File: src/rtl/core/qvr_pkg.sv
`timescale 1ns / 1ps

package qvr_pkg;

  localparam int VEC_W     = 16;                 // vector and result components
  localparam int QUAT_W    = 16;                 // Q2.14 quaternion components
  localparam int FRAC      = 28;                 // scale of the accumulator
  localparam int PROD_W    = QUAT_W + VEC_W;     // q * v
  localparam int UV_W      = PROD_W + 1;         // q x v, scale 2^14
  localparam int QUV_W     = QUAT_W + UV_W;      // q * uv, scale 2^28
  localparam int UUV_W     = QUV_W + 1;          // q x (q x v)
  localparam int ACC_W     = UUV_W + 2;          // 2*(w*uv + uuv) + v<<28 + half
  localparam int SHR_W     = ACC_W - FRAC;       // accumulator after the shift
  localparam int CFG_IDX_W = 4;
  localparam int STAGES    = 6;                  // five work stages plus output

  localparam logic [CFG_IDX_W-1:0] CFG_QUAT_X = CFG_IDX_W'(0);
  localparam logic [CFG_IDX_W-1:0] CFG_QUAT_Y = CFG_IDX_W'(1);
  localparam logic [CFG_IDX_W-1:0] CFG_QUAT_Z = CFG_IDX_W'(2);
  localparam logic [CFG_IDX_W-1:0] CFG_QUAT_W = CFG_IDX_W'(3);

  localparam logic signed [QUAT_W-1:0] QUAT_ONE = QUAT_W'(16384);
  localparam logic signed [ACC_W-1:0]  ROUND_HALF = ACC_W'(1) <<< (FRAC - 1);

  localparam logic signed [VEC_W-1:0] VEC_MAX = {1'b0, {(VEC_W-1){1'b1}}};
  localparam logic signed [VEC_W-1:0] VEC_MIN = {1'b1, {(VEC_W-1){1'b0}}};

endpackage

File: src/rtl/core/qvr_round_sat.sv
`timescale 1ns / 1ps

module qvr_round_sat import qvr_pkg::*; (
  input  logic signed [ACC_W-1:0] acc,
  output logic signed [VEC_W-1:0] res,
  output logic                    clip
);

  logic signed [SHR_W-1:0] shr;
  logic                    ovf;

  // acc already carries the half; dropping the fraction bits is a floor
  assign shr = acc[ACC_W-1:FRAC];

  // fits in VEC_W bits only if the bits above the result sign all match it
  assign ovf = !((&shr[SHR_W-1:VEC_W-1]) || !(|shr[SHR_W-1:VEC_W-1]));

  always_comb begin
    if (ovf) begin
      res = shr[SHR_W-1] ? VEC_MIN : VEC_MAX;
    end else begin
      res = shr[VEC_W-1:0];
    end
  end

  assign clip = ovf;

endmodule

File: config.mk
export PLATFORM = sky130hd
export DESIGN_NAME = qvr_round_sat
export DESIGN_NICKNAME = d
export VERILOG_FILES = /design/src/rtl/core/qvr_pkg.sv /design/src/rtl/core/qvr_round_sat.sv
export SDC_FILE = /design/constraint.sdc
export NUM_CORES = 1
export LEC_CHECK = 0
export ABC_AREA = 1
export BUFFER_PORTS_ARGS = -buffer_cell sky130_fd_sc_hd__buf_4
export CAP_MARGIN = 30
export CELL_PAD_IN_SITES_DETAIL_PLACEMENT = 0
export CELL_PAD_IN_SITES_GLOBAL_PLACEMENT = 1
export CORE_MARGIN = 2
export CORE_UTILIZATION = 10
export DETAILED_ROUTE_END_ITERATION = 10
export PLACE_DENSITY = 0.81
export SYNTH_ARGS = -nofsm -noshare
export SYNTH_HDL_FRONTEND = slang
export SYNTH_SLANG_ARGS = --single-unit
File: constraint.sdc
create_clock -name vclk -period 1.1
set_input_delay 0.22 -clock vclk [all_inputs]
set_output_delay 0.22 -clock vclk [all_outputs]
set_load 0.1 [all_outputs]
==> out/results.ini, run 1 <==
[outcome]
outcome=complete, but fails checks
violations=setup timing

[setup_path]
start_kind=input pin
cp.arrival_ns=1.19
crit_chain=buf_8, nor2_4, nand2_2, o21ai_4, clkbuf_16, nand2_8, buf_12
slowest_stage=clkbuf_16
path_max_fanout=5
crit_type=input pin to output port
end_kind=output port
slowest_delay_ns=0.24
cp.required_ns=0.88

[flow_run]
maxCapViolCount=0

[placement]
hpwlAfterDp_mm=1.03
dp_worst_setup_slack_ns=-0.420
gp_congestion=0.648
dpl_cell_area_um2=827
post-place-cells=127
io_buffers=41

[power]
p_per_area_mw_per_mm2=647
leakage_nw=0.549
ir_drop_mv=0.391
p_total_mw=0.789

[timing]
post-route-min-period_ns=1.41
max_freq_mhz=712
grt_setup_unrepaired=true
setup_violations=16
fin_ws_ns=-0.305
slew_headroom=0.817
fin_setup_tns_ns=-4.43
min_period_over_period=1.28
tightest_slew_ns=0.277
hold_viol=0
slew_violations=0

[cells_and_area]
antennaDiodeCount=0
layout_commonest_cell=buf_4
drive_above_1_share=0.883
layout_common_cells=buf_4, buf_12, nand2_2, nand2_8
syn_to_final_growth_pct=356
instances_no_fill=133
final_area_mm2=0.00122
design.seq.count=0
final_nets=157
final-seq-area_um2=0
clkbuf_count=0
fillers=225

[floorplanning]
die_x_um=55.7
start_util=0.107
coreArea_mm2=0.00250
die_h_um=55.7
pin_count=69
dieArea_mm2=0.00311
rows=18

[yosys]
synth_cells=54
ys_warn_count=0
synth.distinct_cells=11
syn_area_um2=268
syn_nets=106
ys_seq_area_frac=0
syn_avg_cell_area_um2=4.96

[drt]
totalWireLength_mm=1.58
ant_nets=0
first_pass_iters=2
drc=0
route.detailed.wl_per_inst_um=11.9
vias=520
drt_iter0_drc=5
viasPerCell=3.91

[global_route]
grt_pass1_vias=569
grt_max_degree=7
grt-ovfl-total=0
grt_usage=0.102
grt_pass1_wl_mm=2.61
antenna_found_initial=0

[hold_path]
worstHoldPathType=input pin to output port

[clocking]
cts_hold_buf=0

## worst max-delay path: cells and delay by family
family | cells | cell delay, ns
AOI/OAI and AO/OA | 1 | 0.23
buffers and inverters | 3 | 0.50
and+or+nand+nor | 3 | 0.22
## power by group
part	total [mW]	switching [mW]	leakage (nW)	internal (mW)
registers	0	0	0	0
clock network	0	0	0	0
logic	0.789	0.477	0.549	0.312
total	0.789	0.477	0.549	0.312
## cell type report
cell class / count / area [um2] / area share
inverters: 2 / 11.3 / 0.00923
well taps: 30 / 37.5 / 0.0308
repair buffers: 51 / 662 / 0.543
multi-input cells: 50 / 509 / 0.417
## worst paths after layout
path / from / to / slack [ns] / cells past startpoint
max: acc[50] / res[8] / -0.31 / 7
min: acc[28] / res[0] / 0.81 / 4
## cell families (layout without fill, tap and decap cells)
family / Yosys count / in the layout / synth area share
AO/OA/AOI/OAI: 1 / 1 / 0.0608
AND/OR/NAND/NOR: 48 / 49 / 0.780
buffers and inverters: 5 / 53 / 0.159
## per-stage QoR
step           hold WS [ns]   util
6_report              0.813  0.488
4_1_cts               0.812  0.465
3_3_place_gp          0.873  0.331
5_1_grt               0.825  0.488
2_1_floorplan         0.673      -
3_5_place_dp          0.876  0.331
## routing by layer
metal / share of wire / global-route usage / routed length [um] / up-vias
li1: - / - / - / 258
met3: 0.058 / 0.00698 / 92 / 4
met2: 0.59 / 0.228 / 938 / 26
met4: 0.029 / 0 / 46 / 0
met1: 0.32 / 0.105 / 500 / 232
met5: 0 / 0 / 0 / -
## what timing repair did
| item | CTS | global route |
|---|---|---|
| setup endpoints to repair | 16 | 16 |
| setup buffers | 3 | 1 |
| resized for setup | 70 | 14 |
| gates cloned | 2 | 0 |
| pin swaps | 16 | 11 |
## cell usage after synthesis
cell	instances	area, um2
nor2_1	3	11.3
buf_12	1	20.0
nand2_4	1	11.3
nand2_1	35	131
nor2_2	4	25.0
o21ai_4	1	16.3
clkbuf_1	1	3.75
nand3_1	1	5.00
nand2_2	4	25.0
inv_1	2	7.51
buf_6	1	11.3
(Power assumes the default switching activity.)
==> run 2, diff against run 1 <==
--- a/config.mk
+++ b/config.mk
@@ -10,7 +10,6 @@
 export CAP_MARGIN = 30
 export CELL_PAD_IN_SITES_DETAIL_PLACEMENT = 0
 export CELL_PAD_IN_SITES_GLOBAL_PLACEMENT = 1
-export CORE_MARGIN = 2
 export CORE_UTILIZATION = 10
 export DETAILED_ROUTE_END_ITERATION = 10
 export PLACE_DENSITY = 0.81
==> out/results.ini, run 2 (same netlist as run 1, synthesis figures left out) <==
[setup_path]
end_kind=output port
path_max_fanout=5
start_kind=input pin
cp.required_ns=0.88
crit_type=input pin to output port
cp.arrival_ns=1.19

[drt]
route.detailed.wl_per_inst_um=10.9
ant_nets=0
totalWireLength_mm=1.44
drt_iter0_drc=9
vias=509
viasPerCell=3.86
first_pass_iters=4
drc=0

[cells_and_area]
antennaDiodeCount=0
layout_common_cells=buf_4, buf_12, nand2_2, nand2_8, nand2_1
design.seq.count=0
syn_to_final_growth_pct=350
layout_commonest_cell=buf_4
final_area_mm2=0.00120
drive_above_1_share=0.873
final-seq-area_um2=0
clkbuf_count=0
final_nets=156

[power]
leakage_nw=0.540
clkPwrFrac=0
p_comb_frac=1.000
netSwitchingPower_mw=0.472
p_per_area_mw_per_mm2=645
p_int_mw=0.304
ir_drop_mv=0.389
p_sw_frac=0.608
seqPwrFrac=0

[flow_run]
maxCapViolCount=0

[floorplanning]
pin_count=69
dieArea_mm2=0.00289
rows=18
die_x_um=53.7
die_h_um=53.7
coreArea_mm2=0.00250
start_util=0.107

[placement]
dpl_cell_area_um2=840
hpwlAfterDp_um=946
gp_congestion=0.605
io_buffers=41

[timing]
post-route-min-period_ns=1.41
slew_violations=0
min_period_over_period=1.28
setup_violations=16
slew_headroom=0.815
fin_ws_ns=-0.313
whs_ns=0.801
max_freq_mhz=708
tightest_slew_ns=0.279
grt_setup_unrepaired=true
hold_viol=0

[global_route]
grt_usage=0.103
grt-ovfl-total=0
grt_pass1_vias=486
grt_max_degree=7
antenna_found_initial=0
grt_pass1_wl_mm=2.19

[outcome]
violations=setup timing
outcome=complete, but fails checks

[hold_path]
worstHoldPathType=input pin to output port

==> run 2: cell count changes in the layout (fill, tap and decap cells not counted) <==
cell	delta
nand2_4	-2
buf_12	+1
buf_8	-3
nand2_1	+1
nand2_8	+1
buf_4	+1
==> run 2: power by group through the flow <==
stage / logic, mW / registers (mW) / clock network [mW]
global placement: 0.598 / 0 / 0
floorplan: 0.453 / 0 / 0
detailed placement: 0.604 / 0 / 0
finish: 0.777 / 0 / 0
CTS: 0.763 / 0 / 0
global route: 0.803 / 0 / 0
==> run 2: per-stage QoR <==
step	TNS, ns	util	power, mW	setup WS, ns	cells
global placement	-5.65	0.336	0.598	-0.379	127
floorplan	-2.88	-	0.453	-0.203	54
detailed placement	-6.05	0.336	0.604	-0.411	127
finish	-4.60	0.481	0.777	-0.313	132
CTS	-4.89	0.464	0.763	-0.324	131
global route	-5.19	0.481	0.803	-0.351	132
==> run 2: routing by layer <==
layer / GRT usage / wire, um
met5: 0 / 0
met4: 0 / 0
met3: 0.00565 / 102
met2: 0.224 / 891
met1: 0.111 / 445
==> run 2: final timing paths <==
check	startpoint	cells after the start	slack (ns)	end
worst max-delay path	acc[46]	7	-0.31	res[6]
worst min-delay path	acc[28]	4	0.80	res[0]
==> run 2: area by class of cell <==
cell class         instances  area (um2)
fillers                  225        1300
repair buffers            50         644
inverters                  2        11.3
well taps                 30        37.5
multi-input cells         50         510
==> run 2: critical path, stage by stage <==
cell and delay, ns:
buf_6 0.10, nor2_4 0.09, nand2_2 0.08, o21ai_4 0.25
clkbuf_16 0.24, nand2_8 0.05, buf_12 0.16
==> run 2: repair_timing <==
| action | in CTS | in global routing |
|---|---|---|
| gates cloned | 2 | 0 |
| pin swaps | 13 | 11 |
| hold buffers | 0 | 0 |
| resized for setup | 66 | 10 |
| endpoints found under the setup margin | 16 | 16 |
| buffers inserted | 2 | 1 |
==> run 3, diff against run 2 <==
--- a/config.mk
+++ b/config.mk
@@ -10,8 +10,10 @@
 export CAP_MARGIN = 30
 export CELL_PAD_IN_SITES_DETAIL_PLACEMENT = 0
 export CELL_PAD_IN_SITES_GLOBAL_PLACEMENT = 1
+export CORE_ASPECT_RATIO = 0.9
 export CORE_UTILIZATION = 10
 export DETAILED_ROUTE_END_ITERATION = 10
+export GPL_TIMING_DRIVEN = 0
 export PLACE_DENSITY = 0.81
 export SYNTH_ARGS = -nofsm -noshare
 export SYNTH_HDL_FRONTEND = slang
==> constraint.sdc (replaced) <==
create_clock -name vclk -period 1.1
set_input_delay 0.055 -clock vclk [all_inputs]
set_output_delay 0.055 -clock vclk [all_outputs]
set_load 0.1 [all_outputs]
==> out/results.ini, run 3 (same netlist as run 1, synthesis figures left out) <==
[global_route]
grt_pass1_wl_mm=1.63
grt_use_met1=0.0842
grt_busiest_layer=met2
grt_util_met2=0.129
grt-ovfl-total=0
grt_max_degree=11
antenna_found_initial=0
grt_pass1_vias=406
grt_usage=0.0660
grt_util_met3=0.00253

[flow_run]
maxCapViolCount=0

[setup_path]
crit_type=input pin to output port
path_max_fanout=5
crit_end=res[8]
start_kind=input pin
startpoint=acc[44]
end_kind=output port
cp.arrival_ns=1.01
cp.required_ns=1.04

[timing]
hold_viol=0
fin_ws_ns=0.0396
slew_violations=0
min_period_over_period=0.964
max_freq_mhz=943
slew_headroom=0.814
post-route-min-period_ns=1.06
tightest_slew_ns=0.281
setup_violations=0
grt_setup_unrepaired=true
whs_ns=0.473

[cells_and_area]
final-seq-area_um2=0
layout_commonest_cell=buf_4
fillers=257
instances_no_fill=128
final_area_um2=861
layout_common_cells=buf_4, nand2_2, nand2_1, buf_12, buf_6
final_nets=154
drive_above_1_share=0.770
design.seq.count=0
syn_to_final_growth_pct=221
clkbuf_count=0
antennaDiodeCount=0

[power]
p_per_area_mw_per_mm2=727
p_total_mw=0.626
ir_drop_mv=0.424
leakage_nw=0.423

[hold_path]
hold_start=acc[34]
worstHoldPathType=input pin to output port

[outcome]
outcome=finished clean

[drt]
drc=0
route.detailed.wl_per_inst_um=8.80
first_pass_iters=2
viasPerCell=3.85
totalWireLength_mm=1.13
vias=493
drt_iter0_drc=9
ant_nets=0

[placement]
dp_worst_setup_slack_ns=-0.0993
gp_congestion=0.575
io_buffers=41
hpwlAfterDp_um=814
dpl_cell_area_um2=648
post-place-cells=123

[floorplanning]
coreArea_mm2=0.00249
dieArea_mm2=0.00289
die_h_um=51.1
pin_count=69
rows=17
start_util=0.108
die_x_um=56.5

[clocking]
cts_hold_buf=0

## run 3: changes by cell type in the layout (fill, tap and decap cells not counted), moves of 3 or more
| cell | delta |
|---|---|
| buf_12 | -11 |
| nand2_8 | -11 |
| nand2_1 | +8 |
| nand2_2 | +7 |
| buf_4 | +5 |
| nand2_4 | -5 |
| buf_8 | +4 |
| nor2_2 | +3 |
| nor2_4 | -3 |
## run 3: timing repair
action | in CTS | in global routing
gates resized for setup | 0 | 40
pin swaps | 1 | 3
endpoints found under the setup margin | 10 | 15
cloned | 0 | 1
buffers inserted | 1 | 3
## run 3: worst min path at each step
stage | endpoint | slack [ns] | cells past startpoint
after floorplan | res[4] | 0.46 | 2
after CTS | res[5] | 0.53 | 4
after global routing | res[6] | 0.49 | 4
after global placement | res[5] | 0.53 | 4
final | res[6] | 0.47 | 4
after detailed placement | res[5] | 0.53 | 4
## run 3: metrics by stage
step | setup TNS, ns | util
final | 0 | 0.346
after detailed placement | -0.959 | 0.260
after global routing | -0.0529 | 0.346
after CTS | 0 | 0.263
after floorplan | 0 | -
after global placement | -0.897 | 0.260
## run 3: worst max-delay path: stages
cell and delay (ns):
buf_4 0.12, nor2_4 0.09, nand2_2 0.08, o21ai_4 0.23, clkbuf_16 0.19, nand2_2 0.07, buf_12 0.16
## run 3: layout make-up
class	instances	area (um2)	share of cell area
repair buffers	46	487	0.565
multi-input cells	49	293	0.340
well taps	28	35.0	0.0407
inverters	2	7.51	0.00872
plain buffers	3	38.8	0.0451
## run 3: power by group
part / switching, mW / internal, mW
sequential: 0 / 0
combinational: 0.403 / 0.223
clock: 0 / 0
## run 3: per-layer routing
layer,vias up,part of all wire
li1,252,-
met5,-,0
met2,21,0.57
met1,220,0.37
met3,0,0.056
met4,0,0
